### src/hw/rtl/assert_macros.svh
// assertion macros used by the rtl file rgb_hsv_converter.sv
// no dependencies; include by bare file name
`ifndef ASSERT_MACROS_SVH
`define ASSERT_MACROS_SVH

// property that must hold on every clock edge outside reset
`define ASSERT_ALWAYS(lbl, clk, rst_n, prop) \
  lbl: assert property (@(posedge clk) disable iff (!rst_n) (prop)) \
    else $error("assertion failed");

// same-cycle implication outside reset
`define ASSERT_IMPLIES(lbl, clk, rst_n, ante, cons) \
  lbl: assert property (@(posedge clk) disable iff (!rst_n) (ante) |-> (cons)) \
    else $error("assertion failed");

`endif

### src/hw/rtl/rhc_pkg.sv
// constants, types and the hue sector split for the colour converter
// no dependencies
package rhc_pkg;

  localparam int unsigned HUE_BITS   = 9;
  localparam int unsigned HUE_FULL   = 360;
  localparam int unsigned SECTOR_DEG = 60;

  typedef enum logic [1:0] {
    MAX_RED,
    MAX_GREEN,
    MAX_BLUE
  } max_sel_e;

  typedef struct packed {
    logic [2:0] sector;
    logic [5:0] frac;
  } hue_split_t;

  // sector index modulo six and degrees within the sector
  function automatic hue_split_t hue_split(input logic [HUE_BITS-1:0] h);
    logic [HUE_BITS-1:0] hh;
    logic [3:0]          cnt;
    hue_split_t          res;
    hh  = h;
    cnt = 4'd0;
    for (int k = 0; k < 8; k++) begin
      if (hh >= HUE_BITS'(SECTOR_DEG)) begin
        hh  = hh - HUE_BITS'(SECTOR_DEG);
        cnt = cnt + 4'd1;
      end
    end
    res.sector = (cnt >= 4'd6) ? 3'(cnt - 4'd6) : cnt[2:0];
    res.frac   = hh[5:0];
    return res;
  endfunction

endpackage

### src/hw/rtl/rhc_if.sv
// valid/ready channels for the pixel input and result items
// depends on rhc_pkg for the hue width
interface rhc_in_if #(parameter int unsigned CHANNEL_BITS = 8) ();
  logic                          valid;
  logic                          ready;
  logic [CHANNEL_BITS-1:0]       red;
  logic [CHANNEL_BITS-1:0]       green;
  logic [CHANNEL_BITS-1:0]       blue;
  logic [rhc_pkg::HUE_BITS-1:0]  hue;
  logic [CHANNEL_BITS-1:0]       saturation;
  logic [CHANNEL_BITS-1:0]       brightness;
  logic [CHANNEL_BITS-1:0]       alpha;

  modport source (output valid, red, green, blue, hue, saturation, brightness, alpha,
                  input ready);
  modport sink (input valid, red, green, blue, hue, saturation, brightness, alpha,
                output ready);
endinterface

interface rhc_out_if #(parameter int unsigned CHANNEL_BITS = 8) ();
  logic                          valid;
  logic                          ready;
  logic [CHANNEL_BITS-1:0]       out_red;
  logic [CHANNEL_BITS-1:0]       out_green;
  logic [CHANNEL_BITS-1:0]       out_blue;
  logic [rhc_pkg::HUE_BITS-1:0]  out_hue;
  logic [CHANNEL_BITS-1:0]       out_saturation;
  logic [CHANNEL_BITS-1:0]       out_brightness;
  logic [CHANNEL_BITS-1:0]       out_alpha;

  modport source (output valid, out_red, out_green, out_blue, out_hue, out_saturation,
                  out_brightness, out_alpha, input ready);
  modport sink (input valid, out_red, out_green, out_blue, out_hue, out_saturation,
                out_brightness, out_alpha, output ready);
endinterface

### src/hw/rtl/rhc_div.sv
// pipelined restoring divider, one quotient bit per stage
// no dependencies; quotient must fit in QW bits
module rhc_div #(
  parameter int unsigned NW = 26,
  parameter int unsigned DW = 15,
  parameter int unsigned QW = 9
) (
  input  logic          clk_i,
  input  logic          en_i,
  input  logic [NW-1:0] num_i,
  input  logic [DW-1:0] den_i,
  output logic [QW-1:0] quo_o
);

  localparam int unsigned W = (NW > DW + QW) ? NW : DW + QW;

  logic [W-1:0]  rem_q [QW];
  logic [DW-1:0] den_q [QW];
  logic [QW-1:0] quo_q [QW];

  for (genvar k = 0; k < QW; k++) begin : g_stage
    logic [W-1:0]  rem_in;
    logic [DW-1:0] den_in;
    logic [QW-1:0] quo_in;
    logic [W-1:0]  shifted;
    logic          take;

    if (k == 0) begin : g_first
      assign rem_in = W'(num_i);
      assign den_in = den_i;
      assign quo_in = '0;
    end else begin : g_next
      assign rem_in = rem_q[k-1];
      assign den_in = den_q[k-1];
      assign quo_in = quo_q[k-1];
    end

    assign shifted = W'(den_in) << (QW - 1 - k);
    assign take    = (rem_in >= shifted);

    always_ff @(posedge clk_i) begin
      if (en_i) begin
        rem_q[k] <= take ? (rem_in - shifted) : rem_in;
        den_q[k] <= den_in;
        quo_q[k] <= quo_in | (QW'(take) << (QW - 1 - k));
      end
    end
  end

  assign quo_o = quo_q[QW-1];

endmodule

### src/hw/rtl/rgb_hsv_converter.sv
// rgb_hsv_converter: pipelined rgb to hsv and hsv to rgb pixel converter
// depends on rhc_pkg, rhc_if, rhc_div and assert_macros.svh
//
// pix_i carries one pixel item per handshake, pix_o one result item.
// cfg_we_i/cfg_wdata_i write the direction bit: 0 rgb to hsv, 1 hsv to rgb.
// the direction is sampled with each item as it enters, so write it only
// while the pipeline is empty.
// throughput: one item per cycle while pix_o is not stalled. each item
// passes through three front stages, the bit-per-stage dividers and
// the output register.
// three divider pipelines serve the two directions: saturation and
// hue for rgb to hsv, p, q and t for hsv to rgb.
// when pix_o is stalled the whole pipeline holds; pix_i.ready drops and no
// item is lost or repeated. an empty output register never blocks input.
// reset clears the direction to 0 and all valid bits; payload is not reset.
`include "assert_macros.svh"

module rgb_hsv_converter #(
  parameter int unsigned CHANNEL_BITS = 8
) (
  input  logic     clk_i,
  input  logic     rst_ni,
  input  logic     cfg_we_i,
  input  logic     cfg_wdata_i,
  rhc_in_if.sink   pix_i,
  rhc_out_if.source pix_o
);

  localparam int unsigned C    = CHANNEL_BITS;
  localparam int unsigned HB   = rhc_pkg::HUE_BITS;
  localparam int unsigned NW   = 2 * C + 10;
  localparam int unsigned DW   = C + 7;
  localparam int unsigned QW   = (C > HB) ? C : HB;
  localparam int unsigned PW   = C + 6;
  localparam logic [C-1:0]  MAXV = {C{1'b1}};
  localparam logic [PW-1:0] DEN  = PW'((2 ** C - 1) * rhc_pkg::SECTOR_DEG);

  logic dir_q;
  logic en;
  logic out_vld_q;

  always_ff @(posedge clk_i or negedge rst_ni) begin
    if (!rst_ni) begin
      dir_q <= 1'b0;
    end else if (cfg_we_i) begin
      dir_q <= cfg_wdata_i;
    end
  end

  assign en          = !out_vld_q || pix_o.ready;
  assign pix_i.ready = en;

  // stage 1: extremes and hue split
  logic [C-1:0] mx_d, mn_d;
  rhc_pkg::max_sel_e sel_d;
  rhc_pkg::hue_split_t hs_d;

  always_comb begin
    mx_d = pix_i.red;
    if (pix_i.green > mx_d) mx_d = pix_i.green;
    if (pix_i.blue > mx_d) mx_d = pix_i.blue;
    mn_d = pix_i.red;
    if (pix_i.green < mn_d) mn_d = pix_i.green;
    if (pix_i.blue < mn_d) mn_d = pix_i.blue;
    if (mx_d == pix_i.red) sel_d = rhc_pkg::MAX_RED;
    else if (mx_d == pix_i.green) sel_d = rhc_pkg::MAX_GREEN;
    else sel_d = rhc_pkg::MAX_BLUE;
    hs_d = rhc_pkg::hue_split(pix_i.hue);
  end

  logic v1_q, dir1_q;
  logic [C-1:0] r1_q, g1_q, b1_q, mx1_q, mn1_q, s1_q, val1_q, a1_q;
  rhc_pkg::max_sel_e sel1_q;
  rhc_pkg::hue_split_t hs1_q;

  // stage 2: difference, hue numerator and partial products
  logic [C-1:0]  dif_d;
  logic [NW-1:0] hnum_d;
  logic [2*C-1:0] md_d;
  logic [PW-1:0] fs_d, gs_d, ps_d;

  always_comb begin
    dif_d = mx1_q - mn1_q;
    md_d  = (2*C)'(MAXV) * (2*C)'(dif_d);
    case (sel1_q)
      rhc_pkg::MAX_RED: begin
        if (g1_q >= b1_q) begin
          hnum_d = NW'(rhc_pkg::SECTOR_DEG) * (NW'(g1_q) - NW'(b1_q));
        end else begin
          hnum_d = NW'(rhc_pkg::HUE_FULL) * NW'(dif_d)
                 - NW'(rhc_pkg::SECTOR_DEG) * (NW'(b1_q) - NW'(g1_q));
        end
      end
      rhc_pkg::MAX_GREEN: begin
        hnum_d = NW'(2 * rhc_pkg::SECTOR_DEG) * NW'(dif_d)
               + NW'(rhc_pkg::SECTOR_DEG) * NW'(b1_q)
               - NW'(rhc_pkg::SECTOR_DEG) * NW'(r1_q);
      end
      default: begin
        hnum_d = NW'(4 * rhc_pkg::SECTOR_DEG) * NW'(dif_d)
               + NW'(rhc_pkg::SECTOR_DEG) * NW'(r1_q)
               - NW'(rhc_pkg::SECTOR_DEG) * NW'(g1_q);
      end
    endcase
    fs_d = PW'(hs1_q.frac) * PW'(s1_q);
    gs_d = (PW'(rhc_pkg::SECTOR_DEG) - PW'(hs1_q.frac)) * PW'(s1_q);
    ps_d = PW'(MAXV - s1_q) * PW'(rhc_pkg::SECTOR_DEG);
  end

  logic v2_q, dir2_q, grey2_q;
  logic [C-1:0] mx2_q, dif2_q, val2_q, a2_q;
  logic [2:0] sec2_q;
  logic [NW-1:0] hnum2_q;
  logic [2*C-1:0] md2_q;
  logic [PW-1:0] fs2_q, gs2_q, ps2_q;

  // stage 3: divider operands
  logic [NW-1:0] n0_d, n1_d, n2_d;
  logic [DW-1:0] d0_d, d1_d, d2_d;
  logic [NW-1:0] vp_d, vq_d, vt_d;

  always_comb begin
    vp_d = NW'(val2_q) * NW'(ps2_q);
    vq_d = NW'(val2_q) * NW'(DEN - fs2_q);
    vt_d = NW'(val2_q) * NW'(DEN - gs2_q);
    if (!dir2_q) begin
      n0_d = (NW'(md2_q) << 1) + NW'(mx2_q);
      d0_d = DW'(mx2_q) << 1;
      n1_d = (hnum2_q << 1) + NW'(dif2_q);
      d1_d = DW'(dif2_q) << 1;
      n2_d = '0;
      d2_d = DW'(1);
    end else begin
      n0_d = (vp_d << 1) + NW'(DEN);
      n1_d = (vq_d << 1) + NW'(DEN);
      n2_d = (vt_d << 1) + NW'(DEN);
      d0_d = DW'(DEN) << 1;
      d1_d = DW'(DEN) << 1;
      d2_d = DW'(DEN) << 1;
    end
  end

  logic v3_q, dir3_q, grey3_q;
  logic [C-1:0] mx3_q, val3_q, a3_q;
  logic [2:0] sec3_q;
  logic [NW-1:0] n0_q, n1_q, n2_q;
  logic [DW-1:0] d0_q, d1_q, d2_q;

  always_ff @(posedge clk_i or negedge rst_ni) begin
    if (!rst_ni) begin
      v1_q <= 1'b0;
      v2_q <= 1'b0;
      v3_q <= 1'b0;
    end else if (en) begin
      v1_q <= pix_i.valid;
      v2_q <= v1_q;
      v3_q <= v2_q;
    end
  end

  always_ff @(posedge clk_i) begin
    if (en) begin
      dir1_q  <= dir_q;
      r1_q    <= pix_i.red;
      g1_q    <= pix_i.green;
      b1_q    <= pix_i.blue;
      mx1_q   <= mx_d;
      mn1_q   <= mn_d;
      sel1_q  <= sel_d;
      hs1_q   <= hs_d;
      s1_q    <= pix_i.saturation;
      val1_q  <= pix_i.brightness;
      a1_q    <= pix_i.alpha;

      dir2_q  <= dir1_q;
      grey2_q <= (mx1_q == mn1_q);
      mx2_q   <= mx1_q;
      dif2_q  <= dif_d;
      val2_q  <= val1_q;
      a2_q    <= a1_q;
      sec2_q  <= hs1_q.sector;
      hnum2_q <= hnum_d;
      md2_q   <= md_d;
      fs2_q   <= fs_d;
      gs2_q   <= gs_d;
      ps2_q   <= ps_d;

      dir3_q  <= dir2_q;
      grey3_q <= grey2_q;
      mx3_q   <= mx2_q;
      val3_q  <= val2_q;
      a3_q    <= a2_q;
      sec3_q  <= sec2_q;
      n0_q    <= n0_d;
      n1_q    <= n1_d;
      n2_q    <= n2_d;
      d0_q    <= d0_d;
      d1_q    <= d1_d;
      d2_q    <= d2_d;
    end
  end

  // divider pipelines
  logic [QW-1:0] q0, q1, q2;

  rhc_div #(.NW(NW), .DW(DW), .QW(QW)) u_div0 (
    .clk_i(clk_i), .en_i(en), .num_i(n0_q), .den_i(d0_q), .quo_o(q0)
  );
  rhc_div #(.NW(NW), .DW(DW), .QW(QW)) u_div1 (
    .clk_i(clk_i), .en_i(en), .num_i(n1_q), .den_i(d1_q), .quo_o(q1)
  );
  rhc_div #(.NW(NW), .DW(DW), .QW(QW)) u_div2 (
    .clk_i(clk_i), .en_i(en), .num_i(n2_q), .den_i(d2_q), .quo_o(q2)
  );

  // side data alongside the dividers
  logic         sv_q   [QW];
  logic         sdir_q [QW];
  logic         sgrey_q[QW];
  logic [C-1:0] smx_q  [QW];
  logic [C-1:0] sval_q [QW];
  logic [C-1:0] sa_q   [QW];
  logic [2:0]   ssec_q [QW];

  always_ff @(posedge clk_i or negedge rst_ni) begin
    if (!rst_ni) begin
      for (int k = 0; k < QW; k++) sv_q[k] <= 1'b0;
    end else if (en) begin
      sv_q[0] <= v3_q;
      for (int k = 1; k < QW; k++) sv_q[k] <= sv_q[k-1];
    end
  end

  always_ff @(posedge clk_i) begin
    if (en) begin
      sdir_q[0]  <= dir3_q;
      sgrey_q[0] <= grey3_q;
      smx_q[0]   <= mx3_q;
      sval_q[0]  <= val3_q;
      sa_q[0]    <= a3_q;
      ssec_q[0]  <= sec3_q;
      for (int k = 1; k < QW; k++) begin
        sdir_q[k]  <= sdir_q[k-1];
        sgrey_q[k] <= sgrey_q[k-1];
        smx_q[k]   <= smx_q[k-1];
        sval_q[k]  <= sval_q[k-1];
        sa_q[k]    <= sa_q[k-1];
        ssec_q[k]  <= ssec_q[k-1];
      end
    end
  end

  // output stage
  logic [C-1:0]  red_d, green_d, blue_d, sat_d, bri_d;
  logic [HB-1:0] hue_d;
  logic [C-1:0]  pv, qv, tv, vv;

  always_comb begin
    pv = q0[C-1:0];
    qv = q1[C-1:0];
    tv = q2[C-1:0];
    vv = sval_q[QW-1];
    red_d   = '0;
    green_d = '0;
    blue_d  = '0;
    hue_d   = '0;
    sat_d   = '0;
    bri_d   = '0;
    if (!sdir_q[QW-1]) begin
      bri_d = smx_q[QW-1];
      if (!sgrey_q[QW-1]) begin
        hue_d = q1[HB-1:0];
        sat_d = q0[C-1:0];
      end
    end else begin
      case (ssec_q[QW-1])
        3'd0: begin red_d = vv; green_d = tv; blue_d = pv; end
        3'd1: begin red_d = qv; green_d = vv; blue_d = pv; end
        3'd2: begin red_d = pv; green_d = vv; blue_d = tv; end
        3'd3: begin red_d = pv; green_d = qv; blue_d = vv; end
        3'd4: begin red_d = tv; green_d = pv; blue_d = vv; end
        default: begin red_d = vv; green_d = pv; blue_d = qv; end
      endcase
    end
  end

  logic [C-1:0]  ored_q, ogreen_q, oblue_q, osat_q, obri_q, oa_q;
  logic [HB-1:0] ohue_q;

  always_ff @(posedge clk_i or negedge rst_ni) begin
    if (!rst_ni) begin
      out_vld_q <= 1'b0;
    end else if (en) begin
      out_vld_q <= sv_q[QW-1];
    end
  end

  always_ff @(posedge clk_i) begin
    if (en) begin
      ored_q   <= red_d;
      ogreen_q <= green_d;
      oblue_q  <= blue_d;
      ohue_q   <= hue_d;
      osat_q   <= sat_d;
      obri_q   <= bri_d;
      oa_q     <= sa_q[QW-1];
    end
  end

  assign pix_o.valid          = out_vld_q;
  assign pix_o.out_red        = ored_q;
  assign pix_o.out_green      = ogreen_q;
  assign pix_o.out_blue       = oblue_q;
  assign pix_o.out_hue        = ohue_q;
  assign pix_o.out_saturation = osat_q;
  assign pix_o.out_brightness = obri_q;
  assign pix_o.out_alpha      = oa_q;

  `ASSERT_IMPLIES(a_hue_range, clk_i, rst_ni, out_vld_q, ohue_q <= HB'(rhc_pkg::HUE_FULL))
  `ASSERT_IMPLIES(a_hsv_clears_rgb, clk_i, rst_ni, out_vld_q && (obri_q != '0), (ored_q == '0) && (ogreen_q == '0) && (oblue_q == '0))
  `ASSERT_ALWAYS(a_ready_follows_stall, clk_i, rst_ni, pix_i.ready == (!out_vld_q || pix_o.ready))

endmodule

### src/flat_wrapper.sv
// flat-port wrapper written by rule: the top's interface ports become plain ports
module rgb_hsv_converter_flat 
#(
  parameter int unsigned CHANNEL_BITS = 8
)
  (clk_i, rst_ni, cfg_we_i, cfg_wdata_i, pix_i_valid, pix_i_red, pix_i_green, pix_i_blue, pix_i_hue, pix_i_saturation, pix_i_brightness, pix_i_alpha, pix_i_ready, pix_o_valid, pix_o_out_red, pix_o_out_green, pix_o_out_blue, pix_o_out_hue, pix_o_out_saturation, pix_o_out_brightness, pix_o_out_alpha, pix_o_ready);
  rhc_in_if #(.CHANNEL_BITS(CHANNEL_BITS)) pix_i_i ();
  rhc_out_if #(.CHANNEL_BITS(CHANNEL_BITS)) pix_o_i ();
  input  logic clk_i;
  input  logic rst_ni;
  input  logic cfg_we_i;
  input  logic cfg_wdata_i;
  input wire logic [$bits(pix_i_i.valid)-1:0] pix_i_valid;
  input wire logic [$bits(pix_i_i.red)-1:0] pix_i_red;
  input wire logic [$bits(pix_i_i.green)-1:0] pix_i_green;
  input wire logic [$bits(pix_i_i.blue)-1:0] pix_i_blue;
  input wire logic [$bits(pix_i_i.hue)-1:0] pix_i_hue;
  input wire logic [$bits(pix_i_i.saturation)-1:0] pix_i_saturation;
  input wire logic [$bits(pix_i_i.brightness)-1:0] pix_i_brightness;
  input wire logic [$bits(pix_i_i.alpha)-1:0] pix_i_alpha;
  output wire logic [$bits(pix_i_i.ready)-1:0] pix_i_ready;
  output wire logic [$bits(pix_o_i.valid)-1:0] pix_o_valid;
  output wire logic [$bits(pix_o_i.out_red)-1:0] pix_o_out_red;
  output wire logic [$bits(pix_o_i.out_green)-1:0] pix_o_out_green;
  output wire logic [$bits(pix_o_i.out_blue)-1:0] pix_o_out_blue;
  output wire logic [$bits(pix_o_i.out_hue)-1:0] pix_o_out_hue;
  output wire logic [$bits(pix_o_i.out_saturation)-1:0] pix_o_out_saturation;
  output wire logic [$bits(pix_o_i.out_brightness)-1:0] pix_o_out_brightness;
  output wire logic [$bits(pix_o_i.out_alpha)-1:0] pix_o_out_alpha;
  input wire logic [$bits(pix_o_i.ready)-1:0] pix_o_ready;
  assign pix_i_i.valid = pix_i_valid;
  assign pix_i_i.red = pix_i_red;
  assign pix_i_i.green = pix_i_green;
  assign pix_i_i.blue = pix_i_blue;
  assign pix_i_i.hue = pix_i_hue;
  assign pix_i_i.saturation = pix_i_saturation;
  assign pix_i_i.brightness = pix_i_brightness;
  assign pix_i_i.alpha = pix_i_alpha;
  assign pix_i_ready = pix_i_i.ready;
  assign pix_o_valid = pix_o_i.valid;
  assign pix_o_out_red = pix_o_i.out_red;
  assign pix_o_out_green = pix_o_i.out_green;
  assign pix_o_out_blue = pix_o_i.out_blue;
  assign pix_o_out_hue = pix_o_i.out_hue;
  assign pix_o_out_saturation = pix_o_i.out_saturation;
  assign pix_o_out_brightness = pix_o_i.out_brightness;
  assign pix_o_out_alpha = pix_o_i.out_alpha;
  assign pix_o_i.ready = pix_o_ready;
  rgb_hsv_converter #(.CHANNEL_BITS(CHANNEL_BITS)) u_core (.clk_i(clk_i), .rst_ni(rst_ni), .cfg_we_i(cfg_we_i), .cfg_wdata_i(cfg_wdata_i), .pix_i(pix_i_i), .pix_o(pix_o_i));
endmodule
### config.mk
export PLATFORM = sky130hd
export DESIGN_NAME = rgb_hsv_converter_flat
export DESIGN_NICKNAME = d
export VERILOG_FILES = /design/src/hw/rtl/rhc_pkg.sv /design/src/hw/rtl/rhc_if.sv /design/src/hw/rtl/rhc_div.sv /design/src/hw/rtl/rgb_hsv_converter.sv /design/src/flat_wrapper.sv
export VERILOG_INCLUDE_DIRS = /design/src /design/src/hw/rtl
export SDC_FILE = /design/constraint.sdc
export NUM_CORES = 2
export LEC_CHECK = 0
export BUFFER_PORTS_ARGS = -buffer_cell sky130_fd_sc_hd__buf_2
export CORE_MARGIN = 2
export CORE_UTILIZATION = 70
export CTS_CLUSTER_DIAMETER = 60
export CTS_CLUSTER_SIZE = 10
export DETAILED_ROUTE_END_ITERATION = 8
export GPL_TIMING_DRIVEN = 0
export PLACE_DENSITY_LB_ADDON = 0.05
export SLEW_MARGIN = 40
export SYNTH_ARGS = -nofsm -noshare
export SYNTH_HDL_FRONTEND = slang
export SYNTH_HIERARCHICAL = 1
export SYNTH_SLANG_ARGS = --single-unit
### constraint.sdc
create_clock -name clk_i -period 99.3 [get_ports clk_i]
set_input_delay 14.895 -clock clk_i [delete_from_list [all_inputs] [get_ports clk_i]]
set_output_delay 14.895 -clock clk_i [all_outputs]
set_load 0.02 [all_outputs]
==> reports/summary.txt <==
CELLS AND AREA
--------------------------------------------------------------------------------
Fillers ...........................................................        10.1k
Number of cells in the finished layout apart from fillers .........        12.6k
Proportion of layout cells with a drive suffix above 1 ............        6.74%
Net count, final ..................................................        11.8k
Area growth from synthesis to final layout ........................        8.76%

CRITICAL PATH
--------------------------------------------------------------------------------
Most prevalent standard cell on the critical path ................. sky130_fd_sc_hd__buf_16
Startpoint-to-endpoint class of the critical path ................. primary input to output pin
Critical path depth in cells ......................................            9
Largest fanout on the critical path ...............................           84
Worst reg2reg endpoint ............................................ u_core/n2_q[24]
Number of cell instances on the worst register-to-register path ...           32
Critical path launch point type ................................... primary input
Worst path max stage delay ........................................      0.55 ns
Critical path's top delay family .................................. buffers and inverters
Start point of the critical path ..................................  pix_o_ready
Slowest cell on the critical path ................................. sky130_fd_sc_hd__clkbuf_1
R2r setup slk .....................................................     90.66 ns
Count of buffer and inverter cells on the critical path ...........            8
Crit-path cells ................................................... buf_2 -> nor2b_1 -> clkbuf_1 -> clkbuf_1 -> inv_8 -> buf_16 -> buf_16 -> buf_16 -> buf_2
WP data arrival ...................................................     17.52 ns
Termination of the worst setup path ...............................  pix_i_ready
CP Data Required Time .............................................     84.40 ns
Startpoint of the worst-slack reg-to-reg timing path .............. u_core/fs2_q[0]
Endpoint class of the critical path ...............................   output pin

RUN
--------------------------------------------------------------------------------
Max-capacitance violation count ...................................            0

DETAILED ROUTING
--------------------------------------------------------------------------------
Number of nets with antenna violations after routing ..............            0
Routed Wire Length ................................................       250 mm
Routed via count ..................................................        76.8k
First-pass iteration count of the detailed router .................            7
Detailed-route DRC error count ....................................            0
Via/cell ratio ....................................................         6.08
Average wire length per cell after detail routing ................. 19.8 microns
Initial DRC count .................................................         6419

TIMING
--------------------------------------------------------------------------------
Post-route fraction of the period consumed by the critical path ...        32.6%
Setup TNS after final layout ......................................         0 ns
Fin. max-slew vios ................................................            0
Final critical delay including setup and external delays ..........     32.42 ns
Endpoints failing hold ............................................            0
Setup Viol. Count Final ...........................................            0
Max Clock Skew ....................................................    0.0414 ns
Transition time of the tightest slew-check pin ....................     0.911 ns
Normalized max-slew margin ........................................        39.3%
Highest clock frequency the design can meet .......................     30.8 MHz
RSZ-0062 raised after global routing ..............................           no
Hold slack ........................................................     0.386 ns

CLOCK NETWORK
--------------------------------------------------------------------------------
Root buf cell ..................................................... sky130_fd_sc_hd__clkbuf_16
# Post-CTS Setup Buffers ..........................................            0
Post-CTS Hold Buffers .............................................            0
CTS H-tree depth ..................................................            4
Clk pin slew, worst setup/hold paths ..............................      0.05 ns
Clock network latency to the later pin of the worst-skew pair .....      0.85 ns
TritonCTS clock tree ..............................................        built
Deepest clock path buffer count ...................................            3
Sink Count ........................................................         1742
Clock buffer count from CTS .......................................          203
Post-CTS sizing ...................................................            0

PLACED DESIGN
--------------------------------------------------------------------------------
Placed cell count .................................................        12.4k
Routability Congestion ............................................        0.949
Number of I/O port buffers ........................................          119
Detailed placer's ending HPWL .....................................       190 mm

FLOORPLAN
--------------------------------------------------------------------------------
Top-level port count ..............................................          122
Core region area ..................................................  0.161 sq mm
Row cnt ...........................................................          147
Height of the chip ................................................  406 microns
Die footprint .....................................................  0.165 sq mm
Die extent in x ...................................................  406 microns
Starting density of the core ......................................        70.5%

GRT
--------------------------------------------------------------------------------
Wire length of the first global-routing pass ......................       403 mm
Total Routing Usage GR ............................................        30.7%
Global-route congestion overflow total ............................            0
Largest net degree at the start of global routing .................           96
Via count of the first global-routing pass ........................        77.8k
Number of antenna violations at the first check in global routing .            6

YOSYS
--------------------------------------------------------------------------------
Mapped Avg Cell Area ..............................................   11.3 sq um
Number of cells produced by synthesis .............................        10.0k
Mapped cell area ..................................................  0.113 sq mm
Number of warnings issued by yosys ................................            6

STATUS
--------------------------------------------------------------------------------
Outcome ........................................................... finished clean

MIN PATH
--------------------------------------------------------------------------------
Min-delay worst type .............................................. flop to flop

## cell usage in the layout (no fill, tap or decap), drive strengths merged, types with 33 or more instances in the layout
cell,instances
clkbuf,399
a21o,205
o21a,88
o21ai,398
nand3,151
a31oi,42
fa,489
xor2,320
nand2b,77
o31ai,45
or2,35
nand2,635
nor2b,108
nor4,66
edfxtp,1728
ha,879
buf,210
mux2,121
xnor2,466
and3,47
or3,61
and2,259
a21oi,707
mux2i,45
nor3,144
nor2,552
inv,1326
a211o,33
o21bai,140
nand4,79
a211oi,77
o211ai,51
## per-stage QoR
stage          util, %  setup WS [ns]  area [sq um]
2_1_floorplan        -          35.88        113000
3_3_place_gp      72.6          22.81        117000
3_5_place_dp      73.0          66.97        117000
4_1_cts           76.6          66.97        123000
5_1_grt           76.6          66.76        123000
6_report          76.6          66.88        123000
## how the worst min path moves through the flow
stage                                   start                    endpoint  depth (start not counted)
CTS                 u_core/u_div2/quo_q[0][8]  u_core/u_div2/quo_q[0][17]                          0
floorplan                      u_core/a1_q[0]              u_core/a2_q[0]                          0
finish              u_core/u_div2/quo_q[0][8]  u_core/u_div2/quo_q[0][17]                          0
global route        u_core/u_div2/quo_q[0][8]  u_core/u_div2/quo_q[0][17]                          0
global placement            u_core/sa_q[6][7]           u_core/sa_q[7][7]                          0
detailed placement          u_core/sa_q[0][4]           u_core/sa_q[1][4]                          0
## metal layers
metal,share of wire [%],GRT usage (%),vias up
li1,-,-,36100
met1,40,38.5,37200
met2,50,53.1,2896
met3,5.6,4.23,690
met4,4.6,13.5,0
met5,0,0,-
## area by class of cell
class                   count  area (sq um)  share of cell area (%)
diodes                      5          12.5                  0.0102
plain buffers             236          1080                   0.874
clock buffers             230          5190                    4.22
clock inverters            39           602                   0.489
inverters                1317          4950                    4.02
multi-input cells        6770         55100                    44.8
flip-flops and latches   1742         52200                    42.4
well taps                2160          2700                    2.20
repair buffers            143          1190                   0.965
## sequential cells by signal, indices dropped and copies added, names as in the netlist, 12 cells and up
| register | count |
|---|---|
| u_core/fs2_q | 14 |
| u_core/gs2_q | 13 |
| u_core/hnum2_q | 23 |
| u_core/md2_q | 15 |
| u_core/n0_q | 23 |
| u_core/n1_q | 25 |
| u_core/n2_q | 25 |
| u_core/ps2_q | 12 |
| u_core/sa_q | 72 |
| u_core/smx_q | 72 |
| u_core/ssec_q | 27 |
| u_core/sval_q | 72 |
| u_core/u_div0/den_q | 120 |
| u_core/u_div0/quo_q | 36 |
| u_core/u_div0/rem_q | 208 |
| u_core/u_div1/den_q | 120 |
| u_core/u_div1/quo_q | 45 |
| u_core/u_div1/rem_q | 208 |
| u_core/u_div2/den_q | 120 |
| u_core/u_div2/quo_q | 36 |
| u_core/u_div2/rem_q | 208 |
Power is not shown: default switching activity piles up to over one toggle a cycle in this logic, so the estimate is an artifact.
